### config.mk
export PLATFORM = sky130hd
export DESIGN_NAME = rs_gf16_parity_encode_check
export DESIGN_NICKNAME = d
export VERILOG_FILES = /design/src/rtl/rgpc_pkg.sv /design/src/rtl/rs_gf16_parity_encode_check.sv /design/src/rtl/rgpc_queue.sv /design/src/rtl/rgpc_front.sv /design/src/rtl/rgpc_back.sv
export VERILOG_INCLUDE_DIRS = /design/src /design/src/rtl
export SDC_FILE = /design/constraint.sdc
export NUM_CORES = 1
export LEC_CHECK = 0
export BUFFER_PORTS_ARGS = -buffer_cell sky130_fd_sc_hd__buf_2
export CORE_ASPECT_RATIO = 0.9
export CORE_MARGIN = 3
export CORE_UTILIZATION = 56
export CTS_CLUSTER_DIAMETER = 50
export CTS_CLUSTER_SIZE = 10
export DETAILED_ROUTE_END_ITERATION = 6
export PLACE_DENSITY = 0.77
export SYNTH_ARGS = -nofsm -noshare
export SYNTH_HDL_FRONTEND = slang
export SYNTH_HIERARCHICAL = 1
export SYNTH_SLANG_ARGS = --single-unit
export TNS_END_PERCENT = 10
### constraint.sdc
create_clock -name clock -period 4.5 [get_ports clock]
set_clock_uncertainty 0.15 [all_clocks]
set_input_delay 1.35 -clock clock [delete_from_list [all_inputs] [get_ports clock]]
set_output_delay 1.35 -clock clock [all_outputs]
set_load 0.01 [all_outputs]
### src/rtl/rs_gf16_parity_encode_check_defines.svh
// Assertion macros shared by the queue and back RTL files of the GF(16) parity block.
`ifndef RS_GF16_PARITY_ENCODE_CHECK_DEFINES_SVH
`define RS_GF16_PARITY_ENCODE_CHECK_DEFINES_SVH

`ifndef ASSERT_OFF
// Checked at every rising clock edge, masked while reset is high
`define RGPC_ASSERT(lbl, clk, rst, prop, msg) \
   lbl: assert property (@(posedge clk) disable iff (rst) prop) else $error(msg);
// Checked at every rising clock edge, reset included
`define RGPC_ASSERT_ALWAYS(lbl, clk, prop, msg) \
   lbl: assert property (@(posedge clk) prop) else $error(msg);
`else
`define RGPC_ASSERT(lbl, clk, rst, prop, msg)
`define RGPC_ASSERT_ALWAYS(lbl, clk, prop, msg)
`endif

`endif

### src/rtl/rgpc_pkg.sv
`default_nettype none

package rgpc_pkg;

   // symbol and register sizes
   localparam int SYMBOL_BITS = 4;
   localparam int GEN_TAPS    = 8;
   localparam int GEN_BITS    = SYMBOL_BITS * GEN_TAPS;
   localparam int CSR_IDX_BITS = 2;

   // register indexes
   localparam logic [CSR_IDX_BITS-1:0] CSR_GENERATOR  = 2'd0;
   localparam logic [CSR_IDX_BITS-1:0] CSR_FIELD_POLY = 2'd1;

   // reset values
   localparam logic [GEN_BITS-1:0]    GEN_RESET  = 32'h3394_C000;
   localparam logic [SYMBOL_BITS-1:0] POLY_RESET = 4'h3;

   // request action codes
   localparam logic ACT_ENCODE = 1'b0;
   localparam logic ACT_CHECK  = 1'b1;

   // job word layout in the queue: head bits, then the parity symbols
   localparam int JOB_SYM_LSB   = 0;
   localparam int JOB_LAST      = 4;
   localparam int JOB_OK        = 5;
   localparam int JOB_ACT       = 6;
   localparam int JOB_HEAD_BITS = 7;

   typedef struct packed {
      logic full;
      logic empty;
   } q_stat_type;

   // GF(16) product, reduced by x^4 + poly
   function automatic logic [SYMBOL_BITS-1:0] gf_mul(
      input logic [SYMBOL_BITS-1:0] a,
      input logic [SYMBOL_BITS-1:0] b,
      input logic [SYMBOL_BITS-1:0] poly
   );
      logic [SYMBOL_BITS-1:0] acc;
      acc = '0;
      for (int k = SYMBOL_BITS - 1; k >= 0; k--) begin
         acc = acc[SYMBOL_BITS-1] ? ({acc[SYMBOL_BITS-2:0], 1'b0} ^ poly)
                                  : {acc[SYMBOL_BITS-2:0], 1'b0};
         if (b[k]) begin
            acc = acc ^ a;
         end
      end
      return acc;
   endfunction

endpackage

`default_nettype wire

### src/rtl/rs_gf16_parity_encode_check.sv
`default_nettype none

// Reed-Solomon style GF(16) systematic encoder and codeword checker. Requests
// carry one 4-bit symbol, highest degree first. Encode requests echo the symbol;
// the last one of a message is followed by PARITY_SYMBOLS parity symbols,
// highest first. Check requests return nothing until the last one, which
// returns a single item with check_valid set when the codeword divides by the
// generator. The remainder LFSR updates all taps in parallel, so one request
// is taken per clock while a two-entry job queue has room; the response side
// delivers one item per clock while rsp_ready is high, so an encode request
// with last set holds the output for its echo and PARITY_SYMBOLS parity items,
// back-pressuring the queue. Items pass the job queue, job and output registers.
// Generator coefficients (csr index 0, g0 in bits 3:0, x^PARITY_SYMBOLS implied)
// and the low bits of the field polynomial (csr index 1, x^4 implied) must be
// written by the user only while the block is idle; this is not enforced.
module rs_gf16_parity_encode_check #(
   parameter int PARITY_SYMBOLS = 8
) (
   input  wire logic                              clock,
   input  wire logic                              reset,
   input  wire logic                              csr_we,
   input  wire logic [rgpc_pkg::CSR_IDX_BITS-1:0] csr_index,
   input  wire logic [rgpc_pkg::GEN_BITS-1:0]     csr_wdata,
   input  wire logic                              req_valid,
   output      logic                              req_ready,
   input  wire logic                              req_action,
   input  wire logic [rgpc_pkg::SYMBOL_BITS-1:0]  req_symbol_in,
   input  wire logic                              req_last_in,
   output      logic                              rsp_valid,
   input  wire logic                              rsp_ready,
   output      logic [rgpc_pkg::SYMBOL_BITS-1:0]  rsp_symbol_out,
   output      logic                              rsp_is_parity,
   output      logic                              rsp_check_valid,
   output      logic                              rsp_last_out
);

   localparam int JOB_BITS = rgpc_pkg::JOB_HEAD_BITS
                             + rgpc_pkg::SYMBOL_BITS * PARITY_SYMBOLS;

   rgpc_pkg::q_stat_type  q_stat;
   logic                  q_push;
   logic                  q_pop;
   logic [JOB_BITS-1:0]   q_wr_data;
   logic [JOB_BITS-1:0]   q_rd_data;

   // request side: LFSR and job classification
   rgpc_front #(
      .PARITY_SYMBOLS (PARITY_SYMBOLS),
      .JOB_BITS       (JOB_BITS)
   ) u_front (
      .clock         (clock),
      .reset         (reset),
      .csr_we        (csr_we),
      .csr_index     (csr_index),
      .csr_wdata     (csr_wdata),
      .req_valid     (req_valid),
      .req_ready     (req_ready),
      .req_action    (req_action),
      .req_symbol_in (req_symbol_in),
      .req_last_in   (req_last_in),
      .q_stat        (q_stat),
      .q_push        (q_push),
      .q_data        (q_wr_data)
   );

   // job queue
   rgpc_queue #(
      .WIDTH (JOB_BITS)
   ) u_queue (
      .clock   (clock),
      .reset   (reset),
      .push    (q_push),
      .wr_data (q_wr_data),
      .pop     (q_pop),
      .rd_data (q_rd_data),
      .q_stat  (q_stat)
   );

   // response side
   rgpc_back #(
      .PARITY_SYMBOLS (PARITY_SYMBOLS),
      .JOB_BITS       (JOB_BITS)
   ) u_back (
      .clock           (clock),
      .reset           (reset),
      .q_stat          (q_stat),
      .q_rd_data       (q_rd_data),
      .q_pop           (q_pop),
      .rsp_valid       (rsp_valid),
      .rsp_ready       (rsp_ready),
      .rsp_symbol_out  (rsp_symbol_out),
      .rsp_is_parity   (rsp_is_parity),
      .rsp_check_valid (rsp_check_valid),
      .rsp_last_out    (rsp_last_out)
   );

endmodule

`default_nettype wire

### src/rtl/rgpc_queue.sv
`default_nettype none

`include "rs_gf16_parity_encode_check_defines.svh"

// Two-entry job queue between front and back
module rgpc_queue #(
   parameter int WIDTH = 39
) (
   input  wire logic              clock,
   input  wire logic              reset,
   input  wire logic              push,
   input  wire logic [WIDTH-1:0]  wr_data,
   input  wire logic              pop,
   output      logic [WIDTH-1:0]  rd_data,
   output      rgpc_pkg::q_stat_type q_stat
);

   logic [WIDTH-1:0] mem_ff [2];
   logic             wr_ptr_ff, wr_ptr_in;
   logic             rd_ptr_ff, rd_ptr_in;
   logic [1:0]       count_ff, count_in;

   // pointer and fill count
   always_comb begin
      wr_ptr_in = push ? ~wr_ptr_ff : wr_ptr_ff;
      rd_ptr_in = pop ? ~rd_ptr_ff : rd_ptr_ff;
      count_in  = count_ff;
      if (push && !pop) begin
         count_in = count_ff + 2'd1;
      end else if (pop && !push) begin
         count_in = count_ff - 2'd1;
      end
   end

   always_ff @(posedge clock) begin
      if (reset) begin
         wr_ptr_ff <= 1'b0;
         rd_ptr_ff <= 1'b0;
         count_ff  <= 2'd0;
      end else begin
         wr_ptr_ff <= wr_ptr_in;
         rd_ptr_ff <= rd_ptr_in;
         count_ff  <= count_in;
      end
   end

   // storage
   always_ff @(posedge clock) begin
      if (push) begin
         mem_ff[wr_ptr_ff] <= wr_data;
      end
   end

   assign rd_data      = mem_ff[rd_ptr_ff];
   assign q_stat.full  = (count_ff == 2'd2);
   assign q_stat.empty = (count_ff == 2'd0);

   `RGPC_ASSERT(a_no_push_full, clock, reset, push |-> !q_stat.full, "push into full queue")
   `RGPC_ASSERT(a_no_pop_empty, clock, reset, pop |-> !q_stat.empty, "pop from empty queue")
   `RGPC_ASSERT_ALWAYS(a_count_range, clock, reset || count_ff != 2'd3, "queue count out of range")

endmodule

`default_nettype wire

### src/rtl/rgpc_front.sv
`default_nettype none

// Front: config registers, remainder LFSR, job classification
module rgpc_front #(
   parameter int PARITY_SYMBOLS = 8,
   parameter int JOB_BITS       = 39
) (
   input  wire logic                                   clock,
   input  wire logic                                   reset,
   input  wire logic                                   csr_we,
   input  wire logic [rgpc_pkg::CSR_IDX_BITS-1:0]      csr_index,
   input  wire logic [rgpc_pkg::GEN_BITS-1:0]          csr_wdata,
   input  wire logic                                   req_valid,
   output      logic                                   req_ready,
   input  wire logic                                   req_action,
   input  wire logic [rgpc_pkg::SYMBOL_BITS-1:0]       req_symbol_in,
   input  wire logic                                   req_last_in,
   input  wire rgpc_pkg::q_stat_type                   q_stat,
   output      logic                                   q_push,
   output      logic [JOB_BITS-1:0]                    q_data
);

   localparam int SB = rgpc_pkg::SYMBOL_BITS;

   logic [rgpc_pkg::GEN_BITS-1:0] gen_ff;
   logic [SB-1:0]                 poly_ff;
   logic [SB-1:0]                 rem_ff [PARITY_SYMBOLS];
   logic [SB-1:0]                 rem_in [PARITY_SYMBOLS];
   logic [SB-1:0]                 rem_nx [PARITY_SYMBOLS];
   logic [SB-1:0]                 coef   [PARITY_SYMBOLS];
   logic [SB-1:0]                 fb;
   logic                          is_check;
   logic                          accept;
   logic                          zero_rem;

   // configuration registers
   always_ff @(posedge clock) begin
      if (reset) begin
         gen_ff  <= rgpc_pkg::GEN_RESET;
         poly_ff <= rgpc_pkg::POLY_RESET;
      end else if (csr_we) begin
         if (csr_index == rgpc_pkg::CSR_GENERATOR) begin
            gen_ff <= csr_wdata;
         end else if (csr_index == rgpc_pkg::CSR_FIELD_POLY) begin
            poly_ff <= csr_wdata[SB-1:0];
         end
      end
   end

   assign req_ready = !q_stat.full;
   assign accept    = req_valid && req_ready;
   assign is_check  = (req_action == rgpc_pkg::ACT_CHECK);

   // feedback: encode adds the symbol at the top, check shifts it in at the bottom
   assign fb = is_check ? rem_ff[PARITY_SYMBOLS-1]
                        : (req_symbol_in ^ rem_ff[PARITY_SYMBOLS-1]);

   // all taps update in parallel
   for (genvar i = 0; i < PARITY_SYMBOLS; i++) begin : g_tap
      if (i < rgpc_pkg::GEN_TAPS) begin : g_coef
         assign coef[i] = gen_ff[SB*i +: SB];
      end else begin : g_zero
         assign coef[i] = '0;
      end
      if (i == 0) begin : g_low
         assign rem_nx[i] = (is_check ? req_symbol_in : '0)
                            ^ rgpc_pkg::gf_mul(fb, coef[i], poly_ff);
      end else begin : g_up
         assign rem_nx[i] = rem_ff[i-1] ^ rgpc_pkg::gf_mul(fb, coef[i], poly_ff);
      end
   end

   always_comb begin
      zero_rem = 1'b1;
      for (int i = 0; i < PARITY_SYMBOLS; i++) begin
         if (rem_nx[i] != '0) begin
            zero_rem = 1'b0;
         end
         if (!accept) begin
            rem_in[i] = rem_ff[i];
         end else if (req_last_in) begin
            rem_in[i] = '0;
         end else begin
            rem_in[i] = rem_nx[i];
         end
      end
   end

   always_ff @(posedge clock) begin
      if (reset) begin
         for (int i = 0; i < PARITY_SYMBOLS; i++) begin
            rem_ff[i] <= '0;
         end
      end else begin
         for (int i = 0; i < PARITY_SYMBOLS; i++) begin
            rem_ff[i] <= rem_in[i];
         end
      end
   end

   // job for the back: every encode request, and the last of a check run
   assign q_push = accept && (!is_check || req_last_in);

   always_comb begin
      q_data = '0;
      q_data[rgpc_pkg::JOB_SYM_LSB +: SB] = req_symbol_in;
      q_data[rgpc_pkg::JOB_LAST]          = req_last_in;
      q_data[rgpc_pkg::JOB_OK]            = zero_rem;
      q_data[rgpc_pkg::JOB_ACT]           = req_action;
      for (int i = 0; i < PARITY_SYMBOLS; i++) begin
         q_data[rgpc_pkg::JOB_HEAD_BITS + SB*i +: SB] = rem_nx[i];
      end
   end

endmodule

`default_nettype wire

### src/rtl/rgpc_back.sv
`default_nettype none

`include "rs_gf16_parity_encode_check_defines.svh"

// Back: unrolls each job into response items behind an output register
module rgpc_back #(
   parameter int PARITY_SYMBOLS = 8,
   parameter int JOB_BITS       = 39
) (
   input  wire logic                              clock,
   input  wire logic                              reset,
   input  wire rgpc_pkg::q_stat_type              q_stat,
   input  wire logic [JOB_BITS-1:0]               q_rd_data,
   output      logic                              q_pop,
   output      logic                              rsp_valid,
   input  wire logic                              rsp_ready,
   output      logic [rgpc_pkg::SYMBOL_BITS-1:0]  rsp_symbol_out,
   output      logic                              rsp_is_parity,
   output      logic                              rsp_check_valid,
   output      logic                              rsp_last_out
);

   localparam int SB    = rgpc_pkg::SYMBOL_BITS;
   localparam int IDX_W = $clog2(PARITY_SYMBOLS + 1);
   localparam logic [IDX_W-1:0] IDX_LAST = IDX_W'(PARITY_SYMBOLS);

   logic             job_vld_ff, job_vld_in;
   logic [IDX_W-1:0] idx_ff, idx_in;
   logic             job_act_ff;
   logic             job_last_ff;
   logic             job_ok_ff;
   logic [SB-1:0]    job_sym_ff;
   logic [SB-1:0]    par_ff [PARITY_SYMBOLS];

   logic             rsp_valid_ff, rsp_valid_in;
   logic [SB-1:0]    rsp_sym_ff, rsp_sym_in;
   logic             rsp_par_ff, rsp_par_in;
   logic             rsp_chk_ff, rsp_chk_in;
   logic             rsp_last_ff, rsp_last_in;

   logic             out_adv;
   logic             emit;
   logic             has_parity;
   logic             job_done;
   logic             load;
   logic             par_step;
   logic             final_par;

   // sequencing
   assign out_adv    = !rsp_valid_ff || rsp_ready;
   assign emit       = job_vld_ff && out_adv;
   assign has_parity = (job_act_ff == rgpc_pkg::ACT_ENCODE) && job_last_ff;
   assign job_done   = emit && ((idx_ff == IDX_LAST) || (idx_ff == '0 && !has_parity));
   assign load       = !q_stat.empty && (!job_vld_ff || job_done);
   assign q_pop      = load;
   assign par_step   = job_vld_ff && (idx_ff != '0);
   assign final_par  = emit && (idx_ff == IDX_LAST);

   always_comb begin
      job_vld_in = job_vld_ff;
      idx_in     = idx_ff;
      if (load) begin
         job_vld_in = 1'b1;
         idx_in     = '0;
      end else if (job_done) begin
         job_vld_in = 1'b0;
         idx_in     = '0;
      end else if (emit) begin
         idx_in = idx_ff + IDX_W'(1);
      end
   end

   // next response item
   always_comb begin
      rsp_valid_in = rsp_valid_ff && !rsp_ready;
      rsp_sym_in   = rsp_sym_ff;
      rsp_par_in   = rsp_par_ff;
      rsp_chk_in   = rsp_chk_ff;
      rsp_last_in  = rsp_last_ff;
      if (emit) begin
         rsp_valid_in = 1'b1;
         if (idx_ff != '0) begin
            rsp_sym_in  = par_ff[PARITY_SYMBOLS-1];
            rsp_par_in  = 1'b1;
            rsp_chk_in  = 1'b0;
            rsp_last_in = (idx_ff == IDX_LAST);
         end else if (job_act_ff == rgpc_pkg::ACT_CHECK) begin
            rsp_sym_in  = '0;
            rsp_par_in  = 1'b0;
            rsp_chk_in  = job_ok_ff;
            rsp_last_in = 1'b1;
         end else begin
            rsp_sym_in  = job_sym_ff;
            rsp_par_in  = 1'b0;
            rsp_chk_in  = 1'b0;
            rsp_last_in = !job_last_ff;
         end
      end
   end

   always_ff @(posedge clock) begin
      if (reset) begin
         job_vld_ff   <= 1'b0;
         idx_ff       <= '0;
         rsp_valid_ff <= 1'b0;
      end else begin
         job_vld_ff   <= job_vld_in;
         idx_ff       <= idx_in;
         rsp_valid_ff <= rsp_valid_in;
      end
   end

   // job payload and parity shift line, highest symbol leaves first
   always_ff @(posedge clock) begin
      if (load) begin
         job_act_ff  <= q_rd_data[rgpc_pkg::JOB_ACT];
         job_last_ff <= q_rd_data[rgpc_pkg::JOB_LAST];
         job_ok_ff   <= q_rd_data[rgpc_pkg::JOB_OK];
         job_sym_ff  <= q_rd_data[rgpc_pkg::JOB_SYM_LSB +: SB];
         for (int i = 0; i < PARITY_SYMBOLS; i++) begin
            par_ff[i] <= q_rd_data[rgpc_pkg::JOB_HEAD_BITS + SB*i +: SB];
         end
      end else if (emit && idx_ff != '0) begin
         par_ff[0] <= '0;
         for (int i = 1; i < PARITY_SYMBOLS; i++) begin
            par_ff[i] <= par_ff[i-1];
         end
      end
      rsp_sym_ff  <= rsp_sym_in;
      rsp_par_ff  <= rsp_par_in;
      rsp_chk_ff  <= rsp_chk_in;
      rsp_last_ff <= rsp_last_in;
   end

   assign rsp_valid       = rsp_valid_ff;
   assign rsp_symbol_out  = rsp_sym_ff;
   assign rsp_is_parity   = rsp_par_ff;
   assign rsp_check_valid = rsp_chk_ff;
   assign rsp_last_out    = rsp_last_ff;

   `RGPC_ASSERT(a_parity_job, clock, reset, par_step |-> has_parity, "stray parity step")
   `RGPC_ASSERT_ALWAYS(a_idx_range, clock, reset || idx_ff <= IDX_LAST, "parity index out of range")
   `RGPC_ASSERT(a_final_parity, clock, reset, final_par |=> (rsp_last_ff && rsp_par_ff), "last parity unmarked")

endmodule

`default_nettype wire
After elaboration in Yosys (flattened, before gate mapping)
Memory sizes are Yosys's and may differ from the RTL's. A register that Yosys moved wholly into a read port is not among the register bits.
Index checks and enable logic that the tools add are counted.

word-level totals
  register bits after elaboration = 60
  latch bits = 0
  RAM bits = 142
  bits in read-only memories = 0
  bits of input ports = 45
  word-level logic and storage cells = 265
  memories kept = 3

cells by class
  add/sub/neg operators = 3
  $mul = 0
  div/mod/pow operators = 0
  $lt $le $gt $ge = 0
  equality and inequality tests = 3
  shifts and indexed selects = 0
  muxes and demuxes = 120
  bitwise logic cells = 77
  reduce and logical (&&, ||, !) cells = 43

memories
  name            depth  width  rd ports  clocked after memory_dff  write ports  RTL line          RTL
  u_queue.mem_ff  2      39     1         1                         1            rgpc_queue.sv:18  logic [WIDTH-1:0] mem_ff [2];
  u_back.par_ff   8      4      8         0                         8            rgpc_back.sv:33   logic [SB-1:0] par_ff [PARITY_SYMBOLS];
  u_front.rem_ff  8      4      8         0                         8            rgpc_front.sv:27  logic [SB-1:0] rem_ff [PARITY_SYMBOLS];

operator list
  operator                                           count
  two-way mux 4 bit                                  92
  XOR 4 bit                                          57
  nonzero test 4 bit                                 9
  two-way mux 1 bit                                  26
  OR 1 bit                                           16
  logical AND 1 bit                                  11
  zero test 1 bit                                    10
  adder 4 x 1 -> 4 bit (second input constant)       1
  == test 4 bit (second input constant)              1
  zero test 2 bit                                    2
  zero test 4 bit                                    1
  logical OR 1 bit                                   4
  two-way mux 2 bit                                  2
  NOT 1 bit                                          4
  nonzero test 2 bit                                 2
  AND reduction 3 bit                                1
  OR reduction 3 bit                                 1
  adder 2 x 1 -> 2 bit (second input constant)       1
  == test 2 x 1 -> 1 bit (second input constant)     1
  == test 2 bit (second input constant)              1
  AND reduction 2 bit                                1
  OR reduction 2 bit                                 1
  subtractor 2 x 1 -> 2 bit (second input constant)  1

Depth between registers and ports, before layout
  depth after elaboration = 25
  gate-level depth with buffers = 15
  mapped depth without buffers = 11

Cells and area by module
The synthesis kept the hierarchy.

by module, submodules not included
  module      instances  cells an instance  area each (µm²)
  rgpc_front  1          920                6493.7
  rgpc_queue  1          143                3017.9
  rgpc_back   1          140                2142.1

Worst setup path after synthesis
No wires, ideal clock.

  path type = input to register
  start = in req_symbol_in[1] in the netlist's numbering
  end = mem u_queue.mem_ff[0][5] (data pin)
  arrival = 4.570 ns
  required time = 4.223 ns
  setup slack = -0.346 ns
  cell stages on the path = 13
  buffers on the path = 2
  cells stage by stage = buf_4 and3b_1 o21a_2 nor3_4 mux2i_1 xor2_1 mux2i_1 o221ai_1 xor2_1 or4_1 nor4b_2 and4_1 buf_4

on the way
  elaborated cells on any way between the ends = 131
  those cells by class = 66 x mux; 57 x bitwise; 8 x reduce/logical

RTL lines
  item                                RTL line                           RTL
  start, declared                     rs_gf16_parity_encode_check.sv:27  input wire logic [rgpc_pkg::SYMBOL_BITS-1:0] req_symbol_in,
  XOR 4 bit (*)                       rgpc_front.sv:56                   : (req_symbol_in ^ rem_ff[PARITY_SYMBOLS-1]);
  two-way mux 4 bit (*)               rgpc_front.sv:55                   assign fb = is_check ? rem_ff[PARITY_SYMBOLS-1]
  two-way mux 4 bit                   rgpc_pkg.sv:46                     if (b[k]) begin
  XOR 4 bit                           rgpc_pkg.sv:44                     acc = acc[SYMBOL_BITS-1] ? ({acc[SYMBOL_BITS-2:0], 1'b0} ^ poly)
  two-way mux 4 bit                   rgpc_pkg.sv:44
  XOR 4 bit                           rgpc_pkg.sv:47                     acc = acc ^ a;
  two-way mux 4 bit                   rgpc_pkg.sv:46
  XOR 4 bit                           rgpc_pkg.sv:44
  [... 3 more ...]                    n/a
  two-way mux 4 bit (*)               rgpc_pkg.sv:44
  XOR 4 bit                           rgpc_pkg.sv:47
  two-way mux 4 bit (*)               rgpc_pkg.sv:46
  XOR 4 bit (*)                       rgpc_front.sv:69                   assign rem_nx[i] = rem_ff[i-1] ^ rgpc_pkg::gf_mul(fb, coef[i], poly_ff);
  net q_wr_data[13]                   rs_gf16_parity_encode_check.sv:43  logic [JOB_BITS-1:0] q_wr_data;
  nonzero test 4 bit (*)              rgpc_front.sv:76                   if (rem_nx[i] != '0) begin
  two-way mux 1 bit (*) (7 in a row)  rgpc_front.sv:76
  net u_front.zero_rem                rgpc_front.sv:34                   logic zero_rem;
  end, declared                       rgpc_queue.sv:18

The timed path passes the listed nets; every way through them passes the cells marked *.

Worst setup path in the final report
  start = in req_symbol_in[3] in the netlist's numbering
  end = mem u_queue.mem_ff[0][5] (data pin)

on the way
  elaborated cells on any way between the ends = 123
  those cells by class = 66 x mux; 49 x bitwise; 8 x reduce/logical

RTL lines
  item                                                   RTL line                           RTL
  XOR 4 bit (*)                                          rgpc_front.sv:56
  two-way mux 4 bit (*)                                  rgpc_front.sv:55
  two-way mux 4 bit                                      rgpc_pkg.sv:46
  two-way mux 4 bit                                      rgpc_pkg.sv:44
  XOR 4 bit                                              rgpc_pkg.sv:47
  two-way mux 4 bit                                      rgpc_pkg.sv:46
  two-way mux 4 bit / XOR 4 bit (equally long branches)  rgpc_pkg.sv:44
  XOR 4 bit / two-way mux 4 bit (equally long branches)  rgpc_pkg.sv:47, rgpc_pkg.sv:44
  [... 2 more ...]                                       n/a
  two-way mux 4 bit (*)                                  rgpc_pkg.sv:44
  XOR 4 bit                                              rgpc_pkg.sv:47
  two-way mux 4 bit (*)                                  rgpc_pkg.sv:46
  XOR 4 bit (*)                                          rgpc_front.sv:67                   ^ rgpc_pkg::gf_mul(fb, coef[i], poly_ff);
  net q_wr_data[8]                                       rs_gf16_parity_encode_check.sv:43
  nonzero test 4 bit (*)                                 rgpc_front.sv:76
  two-way mux 1 bit (*) (8 in a row)                     rgpc_front.sv:76
  net q_wr_data[5]                                       rs_gf16_parity_encode_check.sv:43

Marked as above.

==> impl_metrics.env <==
export IMPL_fin_worst_hold_slack_ps=348
export IMPL_clk_pin_slew_worst_setup_hold_paths_ps=50
export IMPL_cp_arrival_ps=4560
export IMPL_synthDominantCellAreaShare=0.309
export IMPL_worst_endpoint_required_ps=4750
export IMPL_fin_ws_ps=191
export IMPL_worst_margin_pin_slew_ps=942
export IMPL_vias=9644
export IMPL_core_footprint_sq_mm=0.0202
export IMPL_dr_pass1_iters=5
export IMPL_min_period_ps=4310
export IMPL_ctsRootBufferMaster="sky130_fd_sc_hd__clkbuf_16"
export IMPL_syn_mean_instance_area_sq_um=9.69
export IMPL_layout_drive_gt1_share=0.244
export IMPL_hold_buffers=0
export IMPL_critical_path_start_end_classification="primary input to register"
export IMPL_synth_top_cells_by_count="sky130_fd_sc_hd__nand2_1 (198), sky130_fd_sc_hd__edfxtp_1 (120), sky130_fd_sc_hd__dfxtp_1 (83), sky130_fd_sc_hd__xnor2_1 (83), sky130_fd_sc_hd__nor2_1 (73)"
export IMPL_maximum_root_to_sink_buffer_count=3
export IMPL_crit_path_end_kind="register"
export IMPL_multi_input_area_sq_mm=0.00608
export IMPL_antenna_cells_inserted=0
export IMPL_avgRoutedWirePerCell_um=19.1
export IMPL_ios=54
export IMPL_hold_path_depth=1
export IMPL_grt_use_total=0.277
export IMPL_worstSkewPairLatency_ps=540
export IMPL_floorplan_initialDensity=0.576
export IMPL_critPathLaunchType="primary input"
export IMPL_avgViaCountPerCell=5.92
export IMPL_final_max_slew_viol_count=0
export IMPL_via_count_of_the_first_global_routing_pass=9208
export IMPL_pin_count_of_the_biggest_net_entering_global_routing=47
export IMPL_placement_io_buffers=53
export IMPL_achievable_frequency_ghz=0.232
export IMPL_fin_nets=1404
export IMPL_rows=49
export IMPL_numCtsBuffers=25
export IMPL_synth_edf_count=120
export IMPL_place_gp_congestion=0.993
export IMPL_tritoncts_clock_tree="yes"
export IMPL_layout_filler_cells=1568
export IMPL_worst_reg_to_reg_cells=12
export IMPL_timing_final_setup_violations=0
export IMPL_unrepaired_setup_endpoints_after_global_routing="false"
export IMPL_worstHoldPathType="register to register"
export IMPL_die_h_um=143
export IMPL_met2_usage=0.440
export IMPL_grt_overflow=0
export IMPL_ys_flop_type="sky130_fd_sc_hd__edfxtp_1"
export IMPL_die_w_um=158
export IMPL_slew_headroom=0.369
export IMPL_htree_num_levels=1
export IMPL_synth_most_common_cell="sky130_fd_sc_hd__nand2_1"
export IMPL_pre_cts_ws_ps=-448
export IMPL_cts_sinks=203
export IMPL_power_per_cell_area_mw_per_mm2=507
export IMPL_antenna_found_initial=0
export IMPL_worst_ir_drop_vdd_v=0.000344
export IMPL_sequential_cell_area_sq_mm=0.00527
export IMPL_timing_final_hold_violations=0
export IMPL_grt_use_met1=0.400
export IMPL_synthTopCellsByArea="sky130_fd_sc_hd__edfxtp_1 (31%), sky130_fd_sc_hd__dfxtp_1 (14%), sky130_fd_sc_hd__nand2_1 (6.4%), sky130_fd_sc_hd__xnor2_1 (6.2%), sky130_fd_sc_hd__mux2_2 (5.0%)"
export IMPL_detail_route_wirelength_um=31100
export IMPL_drc=0
export IMPL_groute_layer_met3_usage=0.0452
export IMPL_synthDistinctLibCells=83
export IMPL_timing_max_cap_violations=0
export IMPL_synthesis_area_sq_mm=0.0117
export IMPL_asyncSetResetFlopFracSynth=0
export IMPL_global_route_wire_length_before_repair_um=49400
export IMPL_antenna_left=0
export IMPL_area_growth_pct=19.3
export IMPL_syn_instance_count=1203
export IMPL_first_drt_iteration_drcs=878
export IMPL_hpwl_um=22400
export IMPL_ys_seq_elements=203
export IMPL_netlist_top_cell_by_area="sky130_fd_sc_hd__edfxtp_1"
export IMPL_die_area_sq_mm=0.0226
export IMPL_top_fanout_value_on_the_critical_path=9
export IMPL_p_leak_nw=5.32
export IMPL_synth_seq_area_share=0.452
export IMPL_timing_final_crit_share=0.958
export IMPL_warnings_synthesis=6
export IMPL_outcome="finished, final reports clean"
export IMPL_grt_busiest_layer="met2"
export IMPL_syn_num_nets=1251
## flip-flops by register name, indices dropped and copies added (netlist names), 2 cells and up, named ones only
| signal | flops |
|---|---|
| u_back/par_ff | 32 |
| u_queue/count_ff | 2 |
| u_queue/mem_ff | 78 |
| u_back/rsp_symbol_out | 4 |
| u_front/poly_ff | 4 |
| u_front/rem_ff | 32 |
| u_back/job_sym_ff | 4 |
| u_back/idx_ff | 4 |
| u_front/gen_ff | 32 |
## metal layers
| layer | share of wire | routed length, um | vias up |
|---|---|---|---|
| li1 | - | - | 4615 |
| met1 | 0.45 | 14000 | 4614 |
| met2 | 0.45 | 14000 | 356 |
| met3 | 0.074 | 2320 | 59 |
| met4 | 0.024 | 742 | 0 |
| met5 | 0 | 0 | - |
## final cells by class
cell class	instances	share of cell area
Sequential cell	203	0.379
Inverter	21	0.00567
Clock buffer	42	0.0510
Timing Repair Buffer	206	0.102
Tap cell	255	0.0230
Multi-Input combinational cell	899	0.437
Clock inverter	3	0.00243
## cells in the final DEF, fill, tap and decap left out, types with 20 or more instances in the layout
cell,count
sky130_fd_sc_hd__nor2_1,72
sky130_fd_sc_hd__inv_1,21
sky130_fd_sc_hd__edfxtp_1,120
sky130_fd_sc_hd__xor2_1,50
sky130_fd_sc_hd__mux2_2,52
sky130_fd_sc_hd__nand2_1,198
sky130_fd_sc_hd__a21oi_1,50
sky130_fd_sc_hd__nor3_1,27
sky130_fd_sc_hd__buf_2,53
sky130_fd_sc_hd__buf_4,153
sky130_fd_sc_hd__o21ai_0,43
sky130_fd_sc_hd__dfxtp_1,83
sky130_fd_sc_hd__xnor2_1,79
sky130_fd_sc_hd__clkbuf_16,25
sky130_fd_sc_hd__nand3_1,20
sky130_fd_sc_hd__a22oi_1,38
## what timing repair did
item                                    in CTS  in global routing
endpoints found under the setup margin       0                  2
buffers inserted                             0                  0
resized for setup                            0                 17
## power breakdown
| part | switching [W] | internal [W] | total [W] |
|---|---|---|---|
| Sequential | 0.000191 | 0.00256 | 0.00275 |
| Combinational | 0.00135 | 0.00113 | 0.00248 |
| Clock | 0.000734 | 0.00107 | 0.00181 |
| Total | 0.00228 | 0.00476 | 0.00704 |
## cells by family after synthesis
logic type | share of synthesized area
buffers and inverters | 0.0402
muxes | 0.0654
adders and majority gates | 0.00322
and+or+nand+nor | 0.175
AOI/OAI and AO/OA | 0.150
DFF | 0.452
xor gates and xnor gates | 0.114
## critical path, cell delays in order
cell and delay (ps):
sky130_fd_sc_hd__buf_2 160, sky130_fd_sc_hd__xnor2_2 160, sky130_fd_sc_hd__o211a_4 250, sky130_fd_sc_hd__nor3_4 270, sky130_fd_sc_hd__mux2i_2 320, sky130_fd_sc_hd__xor2_2 370, sky130_fd_sc_hd__nor3_1 110, sky130_fd_sc_hd__nor4_1 290
sky130_fd_sc_hd__nand3_1 140, sky130_fd_sc_hd__or4_1 580, sky130_fd_sc_hd__nor4b_2 290, sky130_fd_sc_hd__and4_1 250
## final timing paths
kind	from	slack [ps]	to
hold reg to reg	u_back/par_ff[0][1]$_SDFFE_PP0P_	350	u_back/par_ff[0][1]$_SDFFE_PP0P_
setup / recovery	req_symbol_in[3]	190	u_queue/mem_ff[0][5]$_DFFE_PP_
hold / removal	u_back/par_ff[0][1]$_SDFFE_PP0P_	350	u_back/par_ff[0][1]$_SDFFE_PP0P_
setup reg to reg	u_front/rem_ff[1][15]$_SDFFE_PP0P_	630	u_queue/mem_ff[0][5]$_DFFE_PP_
## stage by stage
| stage | setup TNS, ps | utilization | std cells | total power, W | area [sq um] |
|---|---|---|---|---|---|
| floorplan | -443 | - | 1203 | 0.00433 | 11700 |
| global placement | -969 | 0.645 | 1584 | 0.00515 | 13000 |
| detailed placement | -1640 | 0.645 | 1584 | 0.00521 | 13000 |
| CTS | 0 | 0.681 | 1629 | 0.00705 | 13800 |
| global route | 0 | 0.687 | 1629 | 0.00741 | 13900 |
| finish | 0 | 0.687 | 1629 | 0.00704 | 13900 |
(Power assumes the default switching activity.)
